### src/tlex_pkg.sv
// ============================================================================
// tlex_pkg
// Shared types, token kind codes, character codes and keyword table for the
// streaming token lexer.
// ============================================================================
package tlex_pkg;

    // Scanner modes
    typedef enum logic [3:0] {
        M_IDLE  = 4'd0,
        M_IDENT = 4'd1,
        M_INT   = 4'd2,
        M_DOT   = 4'd3,
        M_FRAC  = 4'd4,
        M_STR   = 4'd5,
        M_CMT   = 4'd6,
        M_SLASH = 4'd7,
        M_BANG  = 4'd8,
        M_EQ    = 4'd9,
        M_GT    = 4'd10,
        M_LT    = 4'd11
    } mode_t;

    // Queue status seen by the scanner and the output stage
    typedef struct packed {
        logic full;
        logic empty;
    } fifo_stat_t;

    // Token kinds
    localparam logic [5:0] K_LPAREN  = 6'd0;
    localparam logic [5:0] K_RPAREN  = 6'd1;
    localparam logic [5:0] K_LBRACE  = 6'd2;
    localparam logic [5:0] K_RBRACE  = 6'd3;
    localparam logic [5:0] K_COMMA   = 6'd4;
    localparam logic [5:0] K_DOT     = 6'd5;
    localparam logic [5:0] K_MINUS   = 6'd6;
    localparam logic [5:0] K_PLUS    = 6'd7;
    localparam logic [5:0] K_SEMI    = 6'd8;
    localparam logic [5:0] K_SLASH   = 6'd9;
    localparam logic [5:0] K_STAR    = 6'd10;
    localparam logic [5:0] K_BANG    = 6'd11;
    localparam logic [5:0] K_EQUAL   = 6'd13;
    localparam logic [5:0] K_GREATER = 6'd15;
    localparam logic [5:0] K_LESS    = 6'd17;
    localparam logic [5:0] K_IDENT   = 6'd19;
    localparam logic [5:0] K_STRING  = 6'd20;
    localparam logic [5:0] K_NUMBER  = 6'd21;
    localparam logic [5:0] K_KW_BASE = 6'd22;
    localparam logic [5:0] K_ERROR   = 6'd38;
    localparam logic [5:0] K_EOF     = 6'd39;

    // Error codes
    localparam logic [1:0] E_NONE  = 2'd0;
    localparam logic [1:0] E_UNTERM = 2'd1;
    localparam logic [1:0] E_UNEXP = 2'd2;

    // Character codes
    localparam logic [7:0] C_NUL   = 8'h00;
    localparam logic [7:0] C_TAB   = 8'h09;
    localparam logic [7:0] C_LF    = 8'h0A;
    localparam logic [7:0] C_CR    = 8'h0D;
    localparam logic [7:0] C_SPACE = 8'h20;
    localparam logic [7:0] C_BANG  = 8'h21;
    localparam logic [7:0] C_QUOTE = 8'h22;
    localparam logic [7:0] C_LPAR  = 8'h28;
    localparam logic [7:0] C_RPAR  = 8'h29;
    localparam logic [7:0] C_STAR  = 8'h2A;
    localparam logic [7:0] C_PLUS  = 8'h2B;
    localparam logic [7:0] C_COMMA = 8'h2C;
    localparam logic [7:0] C_MINUS = 8'h2D;
    localparam logic [7:0] C_DOT   = 8'h2E;
    localparam logic [7:0] C_SLASH = 8'h2F;
    localparam logic [7:0] C_SEMI  = 8'h3B;
    localparam logic [7:0] C_LT    = 8'h3C;
    localparam logic [7:0] C_EQ    = 8'h3D;
    localparam logic [7:0] C_GT    = 8'h3E;
    localparam logic [7:0] C_UNDER = 8'h5F;
    localparam logic [7:0] C_LBRC  = 8'h7B;
    localparam logic [7:0] C_RBRC  = 8'h7D;

    // Most tokens one source byte can release
    localparam int MAX_TOKENS = 3;
    // Bundles held between scanner and output stage
    localparam int QUEUE_DEPTH = 4;
    localparam int QPTR_BITS = 2;
    // Characters compared for keywords
    localparam int KW_CMP = 6;

    // Keyword text, first character in the top byte
    localparam logic [47:0] KW_TEXT [16] = '{
        {"and", 24'd0}, {"class", 8'd0}, {"else", 16'd0}, {"false", 8'd0},
        {"for", 24'd0}, {"fun", 24'd0}, {"if", 32'd0}, {"nil", 24'd0},
        {"or", 32'd0}, {"print", 8'd0}, "return", {"super", 8'd0},
        {"this", 16'd0}, {"true", 16'd0}, {"var", 24'd0}, {"while", 8'd0}
    };
    localparam logic [2:0] KW_LEN [16] = '{
        3'd3, 3'd5, 3'd4, 3'd5, 3'd3, 3'd3, 3'd2, 3'd3,
        3'd2, 3'd5, 3'd6, 3'd5, 3'd4, 3'd4, 3'd3, 3'd5
    };

    function automatic logic is_alpha(input logic [7:0] c);
        return (c >= "a" && c <= "z") || (c >= "A" && c <= "Z") || c == C_UNDER;
    endfunction

    function automatic logic is_digit(input logic [7:0] c);
        return c >= "0" && c <= "9";
    endfunction

    // Keyword match on the stored prefix; identifier if none matches
    function automatic logic [5:0] kw_kind(input logic [47:0] chars,
                                           input logic [2:0] len);
        logic [5:0] kind;
        logic       hit;
        kind = K_IDENT;
        for (int k = 0; k < 16; k++)
        begin
            hit = (KW_LEN[k] == len);
            for (int i = 0; i < KW_CMP; i++)
            begin
                if (i < int'(len) && chars[47 - 8*i -: 8] != KW_TEXT[k][47 - 8*i -: 8])
                    hit = 1'b0;
            end
            if (hit && kind == K_IDENT)
                kind = K_KW_BASE + 6'(k);
        end
        return kind;
    endfunction

endpackage

### src/tlex_front.sv
// ============================================================================
// tlex_front
// Byte scanner: takes one source byte per cycle unless the queue is full,
// tracks the lexer mode and counters, and hands the tokens each byte releases
// (up to three) to the queue as one bundle; a byte with none pushes nothing.
// ============================================================================
module tlex_front #(
    parameter int OFFSET_BITS   = 24,
    parameter int LINE_BITS     = 16,
    parameter int LENGTH_BITS   = 16,
    parameter int KEYWORD_CHARS = 6,
    parameter int TOK_W         = 8 + OFFSET_BITS + LENGTH_BITS + LINE_BITS,
    parameter int BUN_W         = 2 + tlex_pkg::MAX_TOKENS * TOK_W
) (
    input  logic                 clk,
    input  logic                 rst_n,
    input  logic                 in_valid,
    input  logic [7:0]           char_code,
    output logic                 in_stall,
    input  tlex_pkg::fifo_stat_t q_stat,
    output logic                 push,
    output logic [BUN_W-1:0]     bundle
);
    localparam int PIDX = $clog2(KEYWORD_CHARS);
    localparam logic [LENGTH_BITS-1:0] RUN_MAX = {LENGTH_BITS{1'b1}};
    localparam logic [LINE_BITS-1:0]   LINE_MAX = {LINE_BITS{1'b1}};
    localparam logic [LENGTH_BITS-1:0] LEN1 = LENGTH_BITS'(1);
    localparam logic [LENGTH_BITS-1:0] LEN2 = LENGTH_BITS'(2);

    tlex_pkg::mode_t          mode_reg, mode_next;
    logic [OFFSET_BITS-1:0]   pos_reg, pos_next;
    logic [OFFSET_BITS-1:0]   begin_reg, begin_next;
    logic [LINE_BITS-1:0]     line_reg, line_next;
    logic [LENGTH_BITS-1:0]   run_reg, run_next;
    logic [7:0]               prefix_reg [KEYWORD_CHARS];

    logic                     accept;
    logic                     pfx_we;
    logic [PIDX-1:0]          pfx_idx;
    logic [TOK_W-1:0]         tok [tlex_pkg::MAX_TOKENS];
    logic [1:0]               n_tok;
    logic                     do_idle;
    logic                     saw_end;
    logic [LENGTH_BITS-1:0]   run_inc, run_inc2;
    logic [LINE_BITS-1:0]     line_inc;
    logic [47:0]              pfx_word;
    logic [5:0]               ident_kind;
    logic [5:0]               op_kind;

    function automatic logic [TOK_W-1:0] mk_tok(input logic [5:0] k,
                                                input logic [1:0] e,
                                                input logic [OFFSET_BITS-1:0] s,
                                                input logic [LENGTH_BITS-1:0] l,
                                                input logic [LINE_BITS-1:0] ln);
        return {k, e, s, l, ln};
    endfunction

    assign in_stall = q_stat.full;
    assign accept   = in_valid && !in_stall;
    assign push     = accept && (n_tok != 2'd0);
    assign bundle   = {tok[2], tok[1], tok[0], n_tok};

    // Saturating counters
    assign run_inc  = (run_reg == RUN_MAX) ? run_reg : run_reg + LEN1;
    assign run_inc2 = (run_reg >= RUN_MAX - LEN1) ? RUN_MAX : run_reg + LEN2;
    assign line_inc = (line_reg == LINE_MAX) ? line_reg : line_reg + LINE_BITS'(1);

    // Keyword compare on the first six stored characters
    always_comb
    begin
        for (int i = 0; i < tlex_pkg::KW_CMP; i++)
            pfx_word[47 - 8*i -: 8] = prefix_reg[i];
        if (run_reg <= LENGTH_BITS'(tlex_pkg::KW_CMP))
            ident_kind = tlex_pkg::kw_kind(pfx_word, run_reg[2:0]);
        else
            ident_kind = tlex_pkg::K_IDENT;
    end

    // Pending operator kind
    always_comb
    begin
        case (mode_reg)
            tlex_pkg::M_BANG: op_kind = tlex_pkg::K_BANG;
            tlex_pkg::M_EQ:   op_kind = tlex_pkg::K_EQUAL;
            tlex_pkg::M_GT:   op_kind = tlex_pkg::K_GREATER;
            default:          op_kind = tlex_pkg::K_LESS;
        endcase
    end

    // Scanner next state and token emission
    always_comb
    begin
        mode_next  = mode_reg;
        pos_next   = pos_reg + OFFSET_BITS'(1);
        begin_next = begin_reg;
        line_next  = line_reg;
        run_next   = run_reg;
        pfx_we     = 1'b0;
        pfx_idx    = run_reg[PIDX-1:0];
        do_idle    = 1'b0;
        saw_end    = 1'b0;
        n_tok      = 2'd0;
        for (int i = 0; i < tlex_pkg::MAX_TOKENS; i++)
            tok[i] = '0;

        // Mode-specific handling of the byte
        case (mode_reg)
            tlex_pkg::M_IDENT:
            begin
                if (tlex_pkg::is_alpha(char_code) || tlex_pkg::is_digit(char_code))
                begin
                    pfx_we   = (run_reg < LENGTH_BITS'(KEYWORD_CHARS));
                    run_next = run_inc;
                end
                else
                begin
                    tok[n_tok] = mk_tok(ident_kind, tlex_pkg::E_NONE, begin_reg,
                                        run_reg, line_reg);
                    n_tok = n_tok + 2'd1;
                    do_idle = 1'b1;
                end
            end
            tlex_pkg::M_INT:
            begin
                if (tlex_pkg::is_digit(char_code))
                    run_next = run_inc;
                else if (char_code == tlex_pkg::C_DOT)
                    mode_next = tlex_pkg::M_DOT;
                else
                begin
                    tok[n_tok] = mk_tok(tlex_pkg::K_NUMBER, tlex_pkg::E_NONE,
                                        begin_reg, run_reg, line_reg);
                    n_tok = n_tok + 2'd1;
                    do_idle = 1'b1;
                end
            end
            tlex_pkg::M_DOT:
            begin
                if (tlex_pkg::is_digit(char_code))
                begin
                    run_next  = run_inc2;
                    mode_next = tlex_pkg::M_FRAC;
                end
                else
                begin
                    tok[n_tok] = mk_tok(tlex_pkg::K_NUMBER, tlex_pkg::E_NONE,
                                        begin_reg, run_reg, line_reg);
                    n_tok = n_tok + 2'd1;
                    tok[n_tok] = mk_tok(tlex_pkg::K_DOT, tlex_pkg::E_NONE,
                                        pos_reg - OFFSET_BITS'(1), LEN1, line_reg);
                    n_tok = n_tok + 2'd1;
                    do_idle = 1'b1;
                end
            end
            tlex_pkg::M_FRAC:
            begin
                if (tlex_pkg::is_digit(char_code))
                    run_next = run_inc;
                else
                begin
                    tok[n_tok] = mk_tok(tlex_pkg::K_NUMBER, tlex_pkg::E_NONE,
                                        begin_reg, run_reg, line_reg);
                    n_tok = n_tok + 2'd1;
                    do_idle = 1'b1;
                end
            end
            tlex_pkg::M_STR:
            begin
                if (char_code == tlex_pkg::C_NUL)
                begin
                    tok[n_tok] = mk_tok(tlex_pkg::K_ERROR, tlex_pkg::E_UNTERM,
                                        begin_reg, run_reg, line_reg);
                    n_tok = n_tok + 2'd1;
                    do_idle = 1'b1;
                end
                else if (char_code == tlex_pkg::C_QUOTE)
                begin
                    run_next = run_inc;
                    tok[n_tok] = mk_tok(tlex_pkg::K_STRING, tlex_pkg::E_NONE,
                                        begin_reg, run_inc, line_reg);
                    n_tok = n_tok + 2'd1;
                    mode_next = tlex_pkg::M_IDLE;
                end
                else
                begin
                    if (char_code == tlex_pkg::C_LF)
                        line_next = line_inc;
                    run_next = run_inc;
                end
            end
            tlex_pkg::M_CMT:
            begin
                if (char_code == tlex_pkg::C_LF || char_code == tlex_pkg::C_NUL)
                    do_idle = 1'b1;
            end
            tlex_pkg::M_SLASH:
            begin
                if (char_code == tlex_pkg::C_SLASH)
                    mode_next = tlex_pkg::M_CMT;
                else
                begin
                    tok[n_tok] = mk_tok(tlex_pkg::K_SLASH, tlex_pkg::E_NONE,
                                        begin_reg, LEN1, line_reg);
                    n_tok = n_tok + 2'd1;
                    do_idle = 1'b1;
                end
            end
            tlex_pkg::M_BANG, tlex_pkg::M_EQ, tlex_pkg::M_GT, tlex_pkg::M_LT:
            begin
                if (char_code == tlex_pkg::C_EQ)
                begin
                    tok[n_tok] = mk_tok(op_kind + 6'd1, tlex_pkg::E_NONE,
                                        begin_reg, LEN2, line_reg);
                    n_tok = n_tok + 2'd1;
                    mode_next = tlex_pkg::M_IDLE;
                end
                else
                begin
                    tok[n_tok] = mk_tok(op_kind, tlex_pkg::E_NONE,
                                        begin_reg, LEN1, line_reg);
                    n_tok = n_tok + 2'd1;
                    do_idle = 1'b1;
                end
            end
            default:
                do_idle = 1'b1;
        endcase

        // Byte seen between tokens
        if (do_idle)
        begin
            mode_next = tlex_pkg::M_IDLE;
            case (char_code)
                tlex_pkg::C_SPACE, tlex_pkg::C_CR, tlex_pkg::C_TAB: ;
                tlex_pkg::C_LF:
                    line_next = line_inc;
                tlex_pkg::C_NUL:
                begin
                    tok[n_tok] = mk_tok(tlex_pkg::K_EOF, tlex_pkg::E_NONE, pos_reg,
                                        '0, line_reg);
                    n_tok = n_tok + 2'd1;
                    saw_end = 1'b1;
                end
                tlex_pkg::C_LPAR, tlex_pkg::C_RPAR, tlex_pkg::C_LBRC, tlex_pkg::C_RBRC,
                tlex_pkg::C_COMMA, tlex_pkg::C_DOT, tlex_pkg::C_MINUS, tlex_pkg::C_PLUS,
                tlex_pkg::C_SEMI, tlex_pkg::C_STAR:
                begin
                    case (char_code)
                        tlex_pkg::C_LPAR:  tok[n_tok] = mk_tok(tlex_pkg::K_LPAREN,
                                               tlex_pkg::E_NONE, pos_reg, LEN1, line_reg);
                        tlex_pkg::C_RPAR:  tok[n_tok] = mk_tok(tlex_pkg::K_RPAREN,
                                               tlex_pkg::E_NONE, pos_reg, LEN1, line_reg);
                        tlex_pkg::C_LBRC:  tok[n_tok] = mk_tok(tlex_pkg::K_LBRACE,
                                               tlex_pkg::E_NONE, pos_reg, LEN1, line_reg);
                        tlex_pkg::C_RBRC:  tok[n_tok] = mk_tok(tlex_pkg::K_RBRACE,
                                               tlex_pkg::E_NONE, pos_reg, LEN1, line_reg);
                        tlex_pkg::C_COMMA: tok[n_tok] = mk_tok(tlex_pkg::K_COMMA,
                                               tlex_pkg::E_NONE, pos_reg, LEN1, line_reg);
                        tlex_pkg::C_DOT:   tok[n_tok] = mk_tok(tlex_pkg::K_DOT,
                                               tlex_pkg::E_NONE, pos_reg, LEN1, line_reg);
                        tlex_pkg::C_MINUS: tok[n_tok] = mk_tok(tlex_pkg::K_MINUS,
                                               tlex_pkg::E_NONE, pos_reg, LEN1, line_reg);
                        tlex_pkg::C_PLUS:  tok[n_tok] = mk_tok(tlex_pkg::K_PLUS,
                                               tlex_pkg::E_NONE, pos_reg, LEN1, line_reg);
                        tlex_pkg::C_SEMI:  tok[n_tok] = mk_tok(tlex_pkg::K_SEMI,
                                               tlex_pkg::E_NONE, pos_reg, LEN1, line_reg);
                        default:           tok[n_tok] = mk_tok(tlex_pkg::K_STAR,
                                               tlex_pkg::E_NONE, pos_reg, LEN1, line_reg);
                    endcase
                    n_tok = n_tok + 2'd1;
                end
                tlex_pkg::C_SLASH, tlex_pkg::C_QUOTE, tlex_pkg::C_BANG,
                tlex_pkg::C_EQ, tlex_pkg::C_GT, tlex_pkg::C_LT:
                begin
                    case (char_code)
                        tlex_pkg::C_SLASH: mode_next = tlex_pkg::M_SLASH;
                        tlex_pkg::C_QUOTE: mode_next = tlex_pkg::M_STR;
                        tlex_pkg::C_BANG:  mode_next = tlex_pkg::M_BANG;
                        tlex_pkg::C_EQ:    mode_next = tlex_pkg::M_EQ;
                        tlex_pkg::C_GT:    mode_next = tlex_pkg::M_GT;
                        default:           mode_next = tlex_pkg::M_LT;
                    endcase
                    begin_next = pos_reg;
                    run_next   = LEN1;
                end
                default:
                begin
                    if (tlex_pkg::is_alpha(char_code))
                    begin
                        mode_next  = tlex_pkg::M_IDENT;
                        begin_next = pos_reg;
                        run_next   = LEN1;
                        pfx_we     = 1'b1;
                        pfx_idx    = '0;
                    end
                    else if (tlex_pkg::is_digit(char_code))
                    begin
                        mode_next  = tlex_pkg::M_INT;
                        begin_next = pos_reg;
                        run_next   = LEN1;
                    end
                    else
                    begin
                        tok[n_tok] = mk_tok(tlex_pkg::K_ERROR, tlex_pkg::E_UNEXP,
                                            pos_reg, LEN1, line_reg);
                        n_tok = n_tok + 2'd1;
                    end
                end
            endcase
        end

        // End of source: back to the reset state
        if (saw_end)
        begin
            mode_next  = tlex_pkg::M_IDLE;
            pos_next   = '0;
            begin_next = '0;
            line_next  = LINE_BITS'(1);
            run_next   = '0;
        end
    end

    // Scanner registers
    always_ff @(posedge clk or negedge rst_n)
    begin
        if (!rst_n)
        begin
            mode_reg  <= tlex_pkg::M_IDLE;
            pos_reg   <= '0;
            begin_reg <= '0;
            line_reg  <= LINE_BITS'(1);
            run_reg   <= '0;
        end
        else if (accept)
        begin
            mode_reg  <= mode_next;
            pos_reg   <= pos_next;
            begin_reg <= begin_next;
            line_reg  <= line_next;
            run_reg   <= run_next;
        end
    end

    // Identifier prefix store
    always_ff @(posedge clk)
    begin
        if (accept && pfx_we)
            prefix_reg[pfx_idx] <= char_code;
    end

endmodule

### src/tlex_queue.sv
// ============================================================================
// tlex_queue
// Short queue of token bundles between scanner and output stage.
// ============================================================================
module tlex_queue #(
    parameter int BUN_W = 2
) (
    input  logic                 clk,
    input  logic                 rst_n,
    input  logic                 push,
    input  logic [BUN_W-1:0]     push_data,
    input  logic                 pop,
    output logic [BUN_W-1:0]     head,
    output tlex_pkg::fifo_stat_t stat
);
    localparam int CNT_BITS = tlex_pkg::QPTR_BITS + 1;

    logic [BUN_W-1:0]                  mem_reg [tlex_pkg::QUEUE_DEPTH];
    logic [tlex_pkg::QPTR_BITS-1:0]    wr_reg, wr_next;
    logic [tlex_pkg::QPTR_BITS-1:0]    rd_reg, rd_next;
    logic [CNT_BITS-1:0]               cnt_reg, cnt_next;
    logic                              do_push, do_pop;

    assign stat.full  = (cnt_reg == CNT_BITS'(tlex_pkg::QUEUE_DEPTH));
    assign stat.empty = (cnt_reg == '0);
    assign do_push    = push && !stat.full;
    assign do_pop     = pop && !stat.empty;
    assign head       = mem_reg[rd_reg];

    // Pointer and fill count update
    always_comb
    begin
        wr_next  = do_push ? wr_reg + 1'b1 : wr_reg;
        rd_next  = do_pop ? rd_reg + 1'b1 : rd_reg;
        cnt_next = cnt_reg + CNT_BITS'(do_push) - CNT_BITS'(do_pop);
    end

    always_ff @(posedge clk or negedge rst_n)
    begin
        if (!rst_n)
        begin
            wr_reg  <= '0;
            rd_reg  <= '0;
            cnt_reg <= '0;
        end
        else
        begin
            wr_reg  <= wr_next;
            rd_reg  <= rd_next;
            cnt_reg <= cnt_next;
        end
    end

    // Bundle storage
    always_ff @(posedge clk)
    begin
        if (do_push)
            mem_reg[wr_reg] <= push_data;
    end

endmodule

### src/tlex_back.sv
// ============================================================================
// tlex_back
// Output stage: walks the head bundle's tokens one per cycle into the output
// register unless out_stall holds it; frees the bundle after its last token.
// ============================================================================
module tlex_back #(
    parameter int OFFSET_BITS = 24,
    parameter int LINE_BITS   = 16,
    parameter int LENGTH_BITS = 16,
    parameter int TOK_W       = 8 + OFFSET_BITS + LENGTH_BITS + LINE_BITS,
    parameter int BUN_W       = 2 + tlex_pkg::MAX_TOKENS * TOK_W
) (
    input  logic                   clk,
    input  logic                   rst_n,
    input  logic [BUN_W-1:0]       head,
    input  tlex_pkg::fifo_stat_t   q_stat,
    output logic                   pop,
    output logic                   out_valid,
    input  logic                   out_stall,
    output logic [5:0]             token_kind,
    output logic [1:0]             error_code,
    output logic [OFFSET_BITS-1:0] start_offset,
    output logic [LENGTH_BITS-1:0] lexeme_length,
    output logic [LINE_BITS-1:0]   line_number,
    output logic                   last_of_run
);
    logic                   valid_reg;
    logic [1:0]             idx_reg, idx_next;
    logic [TOK_W-1:0]       tok_reg;
    logic                   last_reg;
    logic                   load;
    logic                   is_last;
    logic [1:0]             head_cnt;
    logic [TOK_W-1:0]       cur_tok;

    assign head_cnt = head[1:0];
    assign cur_tok  = head[2 + TOK_W*idx_reg +: TOK_W];
    assign is_last  = (idx_reg + 2'd1 == head_cnt);
    assign load     = !q_stat.empty && (!valid_reg || !out_stall);
    assign pop      = load && is_last;

    // Token index within the head bundle
    always_comb
    begin
        if (load)
            idx_next = is_last ? 2'd0 : idx_reg + 2'd1;
        else
            idx_next = idx_reg;
    end

    always_ff @(posedge clk or negedge rst_n)
    begin
        if (!rst_n)
        begin
            valid_reg <= 1'b0;
            idx_reg   <= 2'd0;
        end
        else
        begin
            idx_reg <= idx_next;
            if (load)
                valid_reg <= 1'b1;
            else if (!out_stall)
                valid_reg <= 1'b0;
        end
    end

    // Output word register
    always_ff @(posedge clk)
    begin
        if (load)
        begin
            tok_reg  <= cur_tok;
            last_reg <= is_last;
        end
    end

    assign out_valid     = valid_reg;
    assign last_of_run   = last_reg;
    assign {token_kind, error_code, start_offset, lexeme_length, line_number} = tok_reg;

endmodule

### src/token_lexer.sv
// ============================================================================
// token_lexer
// Streaming lexer: one source byte in, tokens out.
// ============================================================================
// One byte is taken per cycle unless in_stall is set; the scanner classifies
// it combinationally, including the six-character keyword compare. A byte
// releases zero to three tokens, which go as one bundle into a four-deep
// queue; the output stage sends one token per cycle unless out_stall holds
// it, so the token rate sets the sustained throughput when bytes release
// more than one token. A token passes through the queue and the output
// register, with last_of_run set on the final token of that byte. Byte 0
// ends the source, yields the end-of-file token and resets the scanner.
module token_lexer #(
    parameter int OFFSET_BITS   = 24,
    parameter int LINE_BITS     = 16,
    parameter int LENGTH_BITS   = 16,
    parameter int KEYWORD_CHARS = 6
) (
    input  logic                   clk,
    input  logic                   rst_n,
    input  logic                   in_valid,
    output logic                   in_stall,
    input  logic [7:0]             char_code,
    output logic                   out_valid,
    input  logic                   out_stall,
    output logic [5:0]             token_kind,
    output logic [1:0]             error_code,
    output logic [OFFSET_BITS-1:0] start_offset,
    output logic [LENGTH_BITS-1:0] lexeme_length,
    output logic [LINE_BITS-1:0]   line_number,
    output logic                   last_of_run
);
    localparam int TOK_W = 8 + OFFSET_BITS + LENGTH_BITS + LINE_BITS;
    localparam int BUN_W = 2 + tlex_pkg::MAX_TOKENS * TOK_W;

    tlex_pkg::fifo_stat_t q_stat;
    logic                 push, pop;
    logic [BUN_W-1:0]     push_data, head;

    tlex_front #(
        .OFFSET_BITS   (OFFSET_BITS),
        .LINE_BITS     (LINE_BITS),
        .LENGTH_BITS   (LENGTH_BITS),
        .KEYWORD_CHARS (KEYWORD_CHARS),
        .TOK_W         (TOK_W),
        .BUN_W         (BUN_W)
    ) u_front (
        .clk       (clk),
        .rst_n     (rst_n),
        .in_valid  (in_valid),
        .char_code (char_code),
        .in_stall  (in_stall),
        .q_stat    (q_stat),
        .push      (push),
        .bundle    (push_data)
    );

    tlex_queue #(
        .BUN_W (BUN_W)
    ) u_queue (
        .clk       (clk),
        .rst_n     (rst_n),
        .push      (push),
        .push_data (push_data),
        .pop       (pop),
        .head      (head),
        .stat      (q_stat)
    );

    tlex_back #(
        .OFFSET_BITS (OFFSET_BITS),
        .LINE_BITS   (LINE_BITS),
        .LENGTH_BITS (LENGTH_BITS),
        .TOK_W       (TOK_W),
        .BUN_W       (BUN_W)
    ) u_back (
        .clk           (clk),
        .rst_n         (rst_n),
        .head          (head),
        .q_stat        (q_stat),
        .pop           (pop),
        .out_valid     (out_valid),
        .out_stall     (out_stall),
        .token_kind    (token_kind),
        .error_code    (error_code),
        .start_offset  (start_offset),
        .lexeme_length (lexeme_length),
        .line_number   (line_number),
        .last_of_run   (last_of_run)
    );

endmodule
### config.mk
export PLATFORM = sky130hd
export DESIGN_NAME = token_lexer
export DESIGN_NICKNAME = d
export VERILOG_FILES = /design/src/tlex_pkg.sv /design/src/tlex_front.sv /design/src/tlex_queue.sv /design/src/tlex_back.sv /design/src/token_lexer.sv
export SDC_FILE = /design/constraint.sdc
export NUM_CORES = 1
export LEC_CHECK = 0
export BUFFER_PORTS_ARGS = -buffer_cell sky130_fd_sc_hd__buf_2
export CORE_UTILIZATION = 50
export DETAILED_ROUTE_END_ITERATION = 10
export GPL_TIMING_DRIVEN = 0
export PLACE_DENSITY = 0.66
export SYNTH_ARGS = -nofsm -noshare
export SYNTH_HDL_FRONTEND = slang
export SYNTH_SLANG_ARGS = --single-unit
### constraint.sdc
create_clock -name clk -period 10.6 [get_ports clk]
set_input_delay 1.06 -clock clk [delete_from_list [all_inputs] [get_ports clk]]
set_output_delay 1.06 -clock clk [all_outputs]
set_load 0.02 [all_outputs]
== Yosys cells after proc, flatten, opt, wreduce, memory -nomap -nowiden ==
Memory sizes are Yosys's and may differ from the RTL's.
Cells that the tools add are included.

* Memory bits (writable): 824
* ROM bits: 0
* Register bits: 159
* Logic and storage cells: 508
* Bits in latches: 0
* Memories: 2
* Input bits: 12

{| class="wikitable"
|+ Memories
! name !! depth !! bits a word !! read ports !! clocked after Yosys merged registers in !! wr ports !! RTL line !! RTL
|-
| u_queue.mem_reg || 4 || 194 || 1 || 0 || 1 || tlex_queue.sv:18 || <nowiki>logic [BUN_W-1:0] mem_reg [tlex_pkg::QUEUE_DEPTH];</nowiki>
|-
| u_front.prefix_reg || 6 || 8 || 6 || 0 || 1 || tlex_front.sv:35 || <nowiki>logic [7:0] prefix_reg [KEYWORD_CHARS];</nowiki>
|}

* Bitwise logic cells: 1
* Equality and inequality tests: 108
* $mul: 0
* Reductions and logical operators: 103
* $lt $le $gt $ge: 17
* Muxes and demuxes: 251
* Shift-type cells: 1
* Add/subtract/negate cells: 13
* Div/mod/pow operators: 0

{| class="wikitable"
|+ Operators by type and width
! operator !! count
|-
| bitwise mux 192 bit || 12
|-
| case mux 192 bit (9 select lines) || 1
|-
| two-way mux 192 bit || 3
|-
| case mux 192 bit (3 select lines) || 1
|-
| case mux 64 bit (7 select lines) || 1
|-
| two-way mux 64 bit || 6
|-
| != test 8 x 7 -> 1 bit, second input constant || 43
|-
| two-way mux 16 bit || 18
|-
| variable part select 194 x 33 -> 64 bit || 1
|-
| two-way mux 63 bit || 3
|-
| two-way mux 6 bit || 31
|-
| two-way mux 1 bit || 135
|-
| demux 64 bit (select 2 bit) || 1
|-
| two-way mux 127 bit || 1
|-
| == test 8 x 6 -> 1 bit, second input constant || 15
|-
| two-way mux 24 bit || 5
|-
| == test 6 x 5 -> 1 bit, second input constant || 15
|-
| logical AND 1 bit || 73
|-
| case mux 16 bit (4 select lines) || 1
|-
| two-way mux 62 bit || 1
|-
| case mux 24 bit (2 select lines) || 1
|-
| two-way mux 4 bit || 10
|-
| case mux 4 bit (5 select lines) || 2
|-
| adder 16 x 1 -> 16 bit, second input constant || 2
|-
| other kinds (60) || 112
|}

== Depth between registers and ports, before layout ==
Gate-level depths: netlist of run 1.
An unclocked memory read counts as a cell.

* Depth after elaboration: 79
* Gate-level depth with buffers: 17
* Gate-level depth less buffers: 13

== By module ==
Synthesis of run 1 repeated with hierarchy kept, for this count alone.

* Cell total of the unflattened synthesis: 2929
* Area, all modules: 43903.4 µm²

{| class="wikitable"
|+ Modules (own cells, without submodules)
! module !! times used !! area each (µm²) !! seq. area each (µm²) !! cells each
|-
| tlex_queue || 1 || 28543.6 || 23477.5 || 1055
|-
| tlex_front || 1 || 11913.9 || 3544.6 || 1575
|-
| tlex_back || 1 || 3445.8 || 2026.9 || 299
|}

== Least setup slack after synthesis of run 1 ==
OpenSTA, ideal clock, no wires.

* Path type: in2reg
* From: in char_code[0]
* To: mem u_queue.mem_reg[0][0] (netlist bit) (enable)
* Setup time: 0.539 ns
* Path buffers: 3
* Stages on the path: 11
* Slack: 3.015 ns
* Arrival time: 7.046 ns
* Path through: buf_2 -> or4_4 -> o21ai_2 -> o211ai_1 -> buf_2 -> and4_1 -> buf_2 -> ha_1 -> o31ai_2 -> a211oi_4 -> and2_1

* Word-level cells in the longest chain between the ends: 17
* Elaborated cells on any way between the ends: 65
* Those cells by class: add/sub: 1; order compare: 6; eq/ne: 21; mux: 24; reduce/logical: 13

{| class="wikitable"
|+ RTL lines
! what !! RTL line !! RTL
|-
| from (decl) || token_lexer.sv:23 || <nowiki>input logic [7:0] char_code,</nowiki>
|-
| greater-or-equal comparator 8 x 7 -> 1 bit / <= comparator 8 x 7 -> 1 bit (equally long branches) || tlex_pkg.sv:103 || <nowiki>return (c >= "a" && c <= "z") || (c >= "A" && c <= "Z") || c == C_UNDER;</nowiki>
|-
| logical AND 1 bit || tlex_pkg.sv:103 ||
|-
| logical OR 1 bit (2 in a row) || tlex_pkg.sv:103 ||
|-
| logical OR 1 bit || tlex_front.sv:110 || <nowiki>if (tlex_pkg::is_alpha(char_code) || tlex_pkg::is_digit(char_code))</nowiki>
|-
| two-way mux 1 bit || tlex_front.sv:110 ||
|-
| case mux 2 bit (7 select lines) || tlex_front.sv:107 || <nowiki>case (mode_reg)</nowiki>
|-
| adder 2 x 1 -> 2 bit || tlex_front.sv:241, tlex_front.sv:270, tlex_front.sv:306 ||
|-
| two-way mux 2 bit || tlex_front.sv:296 || <nowiki>else if (tlex_pkg::is_digit(char_code))</nowiki>
|-
| two-way mux 2 bit || tlex_front.sv:288 || <nowiki>if (tlex_pkg::is_alpha(char_code))</nowiki>
|-
| case mux 2 bit (2 select lines) || tlex_front.sv:233 || <nowiki>case (char_code)</nowiki>
|-
| two-way mux 2 bit * || tlex_front.sv:230 || <nowiki>if (do_idle)</nowiki>
|-
| nonzero test 2 bit * || tlex_front.sv:60 || <nowiki>assign push = accept && (n_tok != 2'd0);</nowiki>
|-
| logical AND 1 bit * || tlex_front.sv:60 ||
|-
| logical AND 1 bit * || tlex_queue.sv:26 || <nowiki>assign do_push = push && !stat.full;</nowiki>
|-
| net u_queue.do_push || tlex_queue.sv:22 || <nowiki>logic do_push, do_pop;</nowiki>
|-
| two-way mux 1 bit * || tlex_queue.sv:57 || <nowiki>if (do_push)</nowiki>
|-
| two-way mux 1 bit (not written as such) * || tlex_queue.sv:58 || <nowiki>mem_reg[wr_reg] <= push_data;</nowiki>
|-
| to (decl) || tlex_queue.sv:18 ||
|}

Mark *: on every way through the listed nets, which the timed path passes. The rest lies on a longest branch.

== Worst setup path after layout of run 1 ==
* From: in char_code[5]
* To: mem u_queue.mem_reg[1][18] (netlist bit) (data pin)

* Word-level cells in the longest chain between the ends: 17
* Elaborated cells on any way between the ends: 88
* Those cells by class: order compare: 8; eq/ne: 21; mux: 47; bitwise: 1; reduce/logical: 11

{| class="wikitable"
|+ RTL lines
! what !! RTL line !! RTL
|-
| branches (longest 16 deep; another with greater-or-equal comparator 8 x 7 -> 1 bit) || -- ||
|-
| two-way mux 192 bit * || tlex_front.sv:230 ||
|-
| net push_data[18] || token_lexer.sv:38 || <nowiki>logic [BUN_W-1:0] push_data, head;</nowiki>
|}

Mark *: on every way through the listed nets, which the timed path passes.

==> results of run 1 <==
==> worst register-to-register path: stages (launching register included) <==
cell	delay (ns)
dfrtp_1	0.33
clkbuf_1	0.34
clkbuf_1	0.44
nand2b_1	0.24
a31oi_1	0.07
o211ai_1	0.26
and4_1	0.22
buf_2	0.25
ha_1	0.19
clkbuf_1	0.40
inv_1	0.24
nor4_4	0.82
clkbuf_1	0.64
a211oi_1	0.22
a21oi_1	0.57
==> where the power goes <==
part           total (mW)  internal, mW  switching (mW)
Combinational        4.81          1.63            3.18
Sequential           5.04          4.80           0.242
Clock                3.08          1.76            1.32
Total                12.9          8.19            4.74
==> logic make-up (layout without fill, tap and decap cells) <==
kind of cell	Yosys count	in the layout
adder cells (fa/ha/maj)	20	20
AO/OA/AOI/OAI	532	532
XOR/XNOR	41	41
flip-flops	847	847
buffers and inverters	224	484
AND/OR/NAND/NOR	773	773
multiplexers	214	214
==> cell type report <==
cell class                 count  share of cell area
multi-input combinational   1580              0.2848
buffer                       187             0.01825
timing repair buffer          95             0.01898
sequential                   847              0.5790
clock buffer                 118             0.05673
tap                          969             0.02812
clock inverter                47             0.01088
inverter                      37            0.003221
==> worst paths after layout <==
path	from	end	slack, ns	cells after the start
max reg2reg	u_front.mode_reg[2]$_DFFE_PN0P_	u_queue.mem_reg[1][18]$_DFFE_PP_	5.13	14
min reg2reg	u_front.begin_reg[19]$_DFFE_PN0P_	u_front.begin_reg[19]$_DFFE_PN0P_	0.48	2
max	char_code[5]	u_queue.mem_reg[1][18]$_DFFE_PP_	4.28	15
max in group asynchronous	rst_n	u_front.line_reg[0]$_DFFE_PN1P_	9.27	2
min in group clk	u_front.begin_reg[19]$_DFFE_PN0P_	u_front.begin_reg[19]$_DFFE_PN0P_	0.48	2
min	rst_n	u_front.run_reg[13]$_DFFE_PN0P_	0.47	1
==> routing by layer <==
metal  vias up  GRT usage
met2      1099     0.4419
li1      10757          -
met4         2    0.09095
met5         -          0
met1     12798     0.3827
met3       230    0.03627
==> layout by cell type, fill, tap and decap left out, types with 24 or more instances in the layout <==
cell type and count:
xnor2_1 24, clkbuf_1 137, o21ai_0 189, clkbuf_16 89, and3_1 44, nand4_1 29, and2_1 48, a22o_1 25
mux2i_1 49, buf_1 33, o31ai_1 28, dfrtp_1 93, a21oi_1 112, nor2_1 173, buf_2 99, nand3_1 59
nand2_1 209, mux4_2 160, a31oi_1 38, nor3_1 35, edfxtp_1 753, nor2b_1 49, inv_1 34
==> metrics by stage <==
step	util	power, mW
2_1_floorplan	-	8.170
3_5_place_dp	0.5364	9.885
6_report	0.5753	12.93
3_3_place_gp	0.5304	9.881
4_1_cts	0.5753	12.97
5_1_grt	0.5753	13.45
==> flow_summary.toml, run 1 <==
[power]
power_leakage_nw = 14.78
peakVddDrop_mv = 0.1534
p_per_area_nw_per_um2 = 299.9

[floorplan]
dieWidth_um = 278.2
start_util = 0.5090
rows = 100
die_y_um = 278.2
dieArea_um2 = 77410
core-area_um2 = 74950
io_pins = 79

[critical_path]
cp_max_fo = 10
crit_path_start_kind = "primary input"
end_kind = "flip-flop"
crit_required_ns = 10.96
arrival_ns = 6.69
path_class = "in -> reg"
crit_top_cell = "buf_2"
crit_chain = "buf_2 -> buf_2 -> nor4bb_1 -> nand2_1 -> o211ai_1 -> buf_2 -> and4_1 -> buf_2 -> ha_1 -> clkbuf_1 -> inv_1 -> nor4_4 -> clkbuf_1 -> a211oi_1 -> a21oi_1"
path_buf_inv = 7
cp_slowest_cell = "nor4_4"
critPathTopFamily = "buffers and inverters"
critical_path.max_stage_delay_ns = 0.82

[synth]
synth_warnings = 0
yosys-top-cells-count = "edfxtp_1, nand2_1, o21ai_0, nor2_1, mux4_2"
ys_types = 108
synth_cells = 2651
avgSynthCellArea_um2 = 14.39
synth_edf_count = 753
synth_xor_area_frac = 0.009412
synth-simple-area-share = 0.1054
synth-main-ff-cell = "edfxtp_1"
ys_seq_elements = 847
synth_top_family_by_area = "multiplexers"
synth_top_area_cell = "edfxtp_1"
synth_compound_area_frac = 0.09091
ys_async_sr_fraction = 0.1110
ys_top_cells_by_area = "edfxtp_1, mux4_2, dfrtp_1"
synth-seq-area-share = 0.6544
syn_area_um2 = 38150
synth_most_common_cell = "edfxtp_1"
synthMuxAreaShare = 0.1089
synth_top_area_share = 0.5927
synth_fp_nets = 2683
synthAdderAreaFrac = 0.006756

[placement]
dp_slack_ns = 3.924
post-place-cells = 3715
port_buffers = 78
dp_hpwl_um = 70490
placed_area_um2 = 40200
globalplace.congestion = 0.9203

[route]
wl_met3_um = 7320
antenna_left = 0
met1_length_um = 44660
drc_errors = 0
wl_met2_um = 50390
vias = 24886
wire_per_inst_um = 27.21
highest_layer = "met5"
drt_pass1_iterations = 8
initialDrtViolationCount = 3159
drt_wl_total_um = 105600
vias_per_cell = 6.414

[clock_tree]
postCtsSetupBuffers = 0
cts_buffer_depth = 3
cts-root-buf = "clkbuf_16"
ctsHtreeMaxLevel = 3
cts_tree = "yes"
clk_pin_slew_ns = 0.06
numCtsBuffers = 88
clock_latency_ns = 0.65
ctsResizeCount = 0
cts_sinks = 847
hold_buffers = 0

[final_layout]
largest_reg_flops = 640
fill_cells = 5826
finalNonFillerCells = 3880
num-nets-final = 2868
multi_input_area_um2 = 12280
fin_area_um2 = 43120
drive_above_1_share = 0.1659
diodes = 0
regArea_um2 = 24970
syn2layout_area_growth_pct = 13.02

[hold_path]
worstHoldPathType = "in -> async"

[sta]
max_freq_mhz = 158.2
max_slew_margin = 0.1341
tns_ns = 0
drv_slew = 0
worst_slew_pin_slew_ns = 1.294
clock_skew_ns = 0.02678
timing.final.crit_period_ns = 6.323
fin_ws_ns = 4.277
setup_viol = 0
finalCritPeriodShare = 0.5965
holdWs_ns = 0.4668
hold_viol = 0
rsz0062_at_grt = "false"

[grt]
grt_usage = 0.2726
grt_pass1_vias = 24752
grt_first_pass_wirelength_um = 157200
antenna_found_initial = 2
grt_max_degree = 56
gr-total-overflow = 0

[job]
maxCapViolCount = 0

[outcome]
status = "complete, no violations"
Note: power is estimated with default switching activity, not from simulation.
==> inputs of run 2 (changes only) <==
Settings changed: ABC_AREA set to 1.
Clock period 10.6 ns to 6.28 ns, I/O delays scaled along.
==> run 2 against run 1 <==
Net effect: clock skew increased by 0.018 ns; critical path type is now reg -> reg; global-route usage increased by 2.2 points; die area increased by 1.4%; critical path depth increased by 4; sequential power increased by 87%; routed wire length increased by 9.8%; cell count increased by 30%.
==> flow_summary.toml, run 2 <==
[synth]
synth_edf_count = 753
synth_most_common_cell = "edfxtp_1"
ys_seq_elements = 847
syn_area_um2 = 38690
yosys-top-cells-count = "edfxtp_1, nor2_1, o21ai_0, nand2_1, inv_1"
avgSynthCellArea_um2 = 10.31
ys_top_cells_by_area = "edfxtp_1, o21ai_0, dfrtp_1"
ys_async_sr_fraction = 0.1110
ys_types = 55
synth_top_area_share = 0.5844
synth_warnings = 0
synth-main-ff-cell = "edfxtp_1"
synth-seq-area-share = 0.6453
synth_cells = 3752
synth_top_area_cell = "edfxtp_1"
synth_fp_nets = 3784

[placement]
post-place-cells = 4888
placed_area_um2 = 41030
globalplace.congestion = 0.9594
port_buffers = 78
dp_hpwl_um = 78880

[power]
p_per_area_nw_per_um2 = 585.9
power_leakage_nw = 15.77
peakVddDrop_mv = 0.4325

[clock_tree]
cts_buffer_depth = 3
cts-root-buf = "clkbuf_16"
clock_latency_ns = 0.66
numCtsBuffers = 89
ctsHtreeMaxLevel = 3
cts_tree = "yes"
clk_pin_slew_ns = 0.06
ctsResizeCount = 0
cts_sinks = 847

[route]
initialDrtViolationCount = 3881
antenna_left = 0
drc_errors = 0
drt_wl_total_um = 116000
vias = 30183
drt_pass1_iterations = 6
vias_per_cell = 5.971
wire_per_inst_um = 22.94

[final_layout]
layout_commonest_cell = "edfxtp_1"
fin_util = 0.5778
largest_reg_flops = 640
multi_input_area_um2 = 11900
drive_above_1_share = 0.07878
num-nets-final = 3982
fin_area_um2 = 44030
fill_cells = 6403
regArea_um2 = 24970
final_cell_mix = "edfxtp_1, nor2_1, o21ai_0, nand2_1, inv_1"
syn2layout_area_growth_pct = 13.81
finalNonFillerCells = 5055

[grt]
grt_usage = 0.2949
gr-total-overflow = 0
grt_pass1_vias = 28697
antenna_found_initial = 0
grt_max_degree = 65
grt_first_pass_wirelength_um = 173500

[critical_path]
cp_max_fo = 28
arrival_ns = 6.15
path_class = "reg -> reg"
reg2reg_depth = 19
rrSetupSlack_ns = 0.47
r2r_start = "u_front.mode_reg[2]$_DFFE_PN0P_"
crit_path_start_kind = "flip-flop"
end_kind = "flip-flop"
rr_endpoint = "u_queue.mem_reg[0][170]$_DFFE_PP_"
crit_required_ns = 6.62

[sta]
hold_viol = 0
holdWs_ns = 0.2821
finalCritPeriodShare = 0.9255
rsz0062_at_grt = "false"
max_slew_margin = 0.04167
timing.final.crit_period_ns = 5.812
max_freq_mhz = 172.1
worst_slew_pin_slew_ns = 1.425
setup_viol = 0
drv_slew = 0
clock_skew_ns = 0.04466

[hold_path]
holdCritStartpoint = "out_stall"
hold_depth = 3
whs_endpoint = "u_back.out_valid$_DFFE_PN0P_"
worstHoldPathType = "in -> reg"

[floorplan]
die_y_um = 280.2
start_util = 0.5077
core-area_um2 = 76200
io_pins = 79
dieWidth_um = 280.2
dieArea_um2 = 78500
rows = 101

[job]
maxCapViolCount = 0

[outcome]
status = "complete, no violations"
[run 2: cell types whose count changed in the layout (fill, tap and decap cells not counted), moves of 48 or more]
cell	delta
nor2b_1	-49
mux2i_1	-49
o21ai_0	+303
inv_1	+213
and2_1	-48
nand2_1	+264
clkbuf_1	+50
nor2_1	+433
o21ai_1	+51
o22ai_1	+156
mux4_2	-160
nand3_1	+125
[run 2: kinds of logic after synthesis]
logic type	share of synthesized area
AOI/OAI and AO/OA	0.1323
xor gates and xnor gates	0.01264
adders and majority gates	0.006662
buffers and inverters	0.04812
DFF	0.6453
and+or+nand+nor	0.1550
[run 2: worst max path at each step]
stage,start,cells past startpoint,endpoint
after floorplan,char_code[6],21,u_queue.mem_reg[0][0]$_DFFE_PP_
after global placement,char_code[4],16,u_queue.mem_reg[0][41]$_DFFE_PP_
after detailed placement,char_code[4],20,u_queue.mem_reg[0][41]$_DFFE_PP_
after CTS,u_front.mode_reg[2]$_DFFE_PN0P_,19,u_queue.mem_reg[0][171]$_DFFE_PP_
after global routing,u_front.mode_reg[2]$_DFFE_PN0P_,19,u_queue.mem_reg[0][106]$_DFFE_PP_
final,u_front.mode_reg[2]$_DFFE_PN0P_,19,u_queue.mem_reg[0][170]$_DFFE_PP_
[run 2: where the power goes]
part           total [mW]  switching [mW]  internal (mW)
registers            9.41           0.510           8.90
logic                11.0            8.22           2.78
clock network        5.38            2.22           3.16
[run 2: timing repair]
| item | 4_1_cts | 5_1_grt |
|---|---|---|
| hold endpoints to repair | 27 | 0 |
| setup buffers | 0 | 0 |
| hold buffers | 1 | 0 |
| setup endpoints to repair | 0 | 0 |
[run 2: stage by stage]
step                setup slack, ns  setup TNS (ns)  power (mW)
floorplan                    -1.043         -667.67       16.00
global placement             -5.669        -3559.19       20.08
detailed placement           0.2370               0       20.24
CTS                          0.5665               0       25.64
global route                 0.2629               0       27.04
finish                       0.4681               0       25.80
[run 2: metal layers]
| layer | global-route usage | routed length, µm | vias up |
|---|---|---|---|
| met5 | 0 | 0 | - |
| met4 | 0.1086 | 3755 | 0 |
| met3 | 0.04263 | 9722 | 237 |
| met2 | 0.4725 | 53950 | 1501 |
| met1 | 0.4095 | 48530 | 14709 |
| li1 | - | - | 13736 |
[run 2: worst max-delay path, cell delays in order (launching register included)]
cell and delay, ns:
dfrtp_1 0.42, nor2_1 0.16, inv_1 0.11, nor2_1 0.63, nand2_2 0.32, clkbuf_1 0.37, buf_1 0.41, ha_1 0.46
nand3_1 0.08, o21ai_0 0.07, nand2_1 0.07, o211ai_1 0.13, nand2_1 0.17, nand2_1 0.14, nand2_2 0.18, nor2_4 0.78
buf_12 0.29, buf_16 0.19, buf_12 0.20, buf_12 0.23
[run 2: area by class of cell]
type / count / area share
Antenna cell: 1 / 0.00005683
Buffer: 210 / 0.01884
Clock buffer: 111 / 0.05430
Clock inverter: 54 / 0.01355
Inverter: 275 / 0.02350
Multi-Input combinational cell: 2420 / 0.2702
Sequential cell: 847 / 0.5670
Tap cell: 1030 / 0.02927
Timing Repair Buffer: 107 / 0.02324
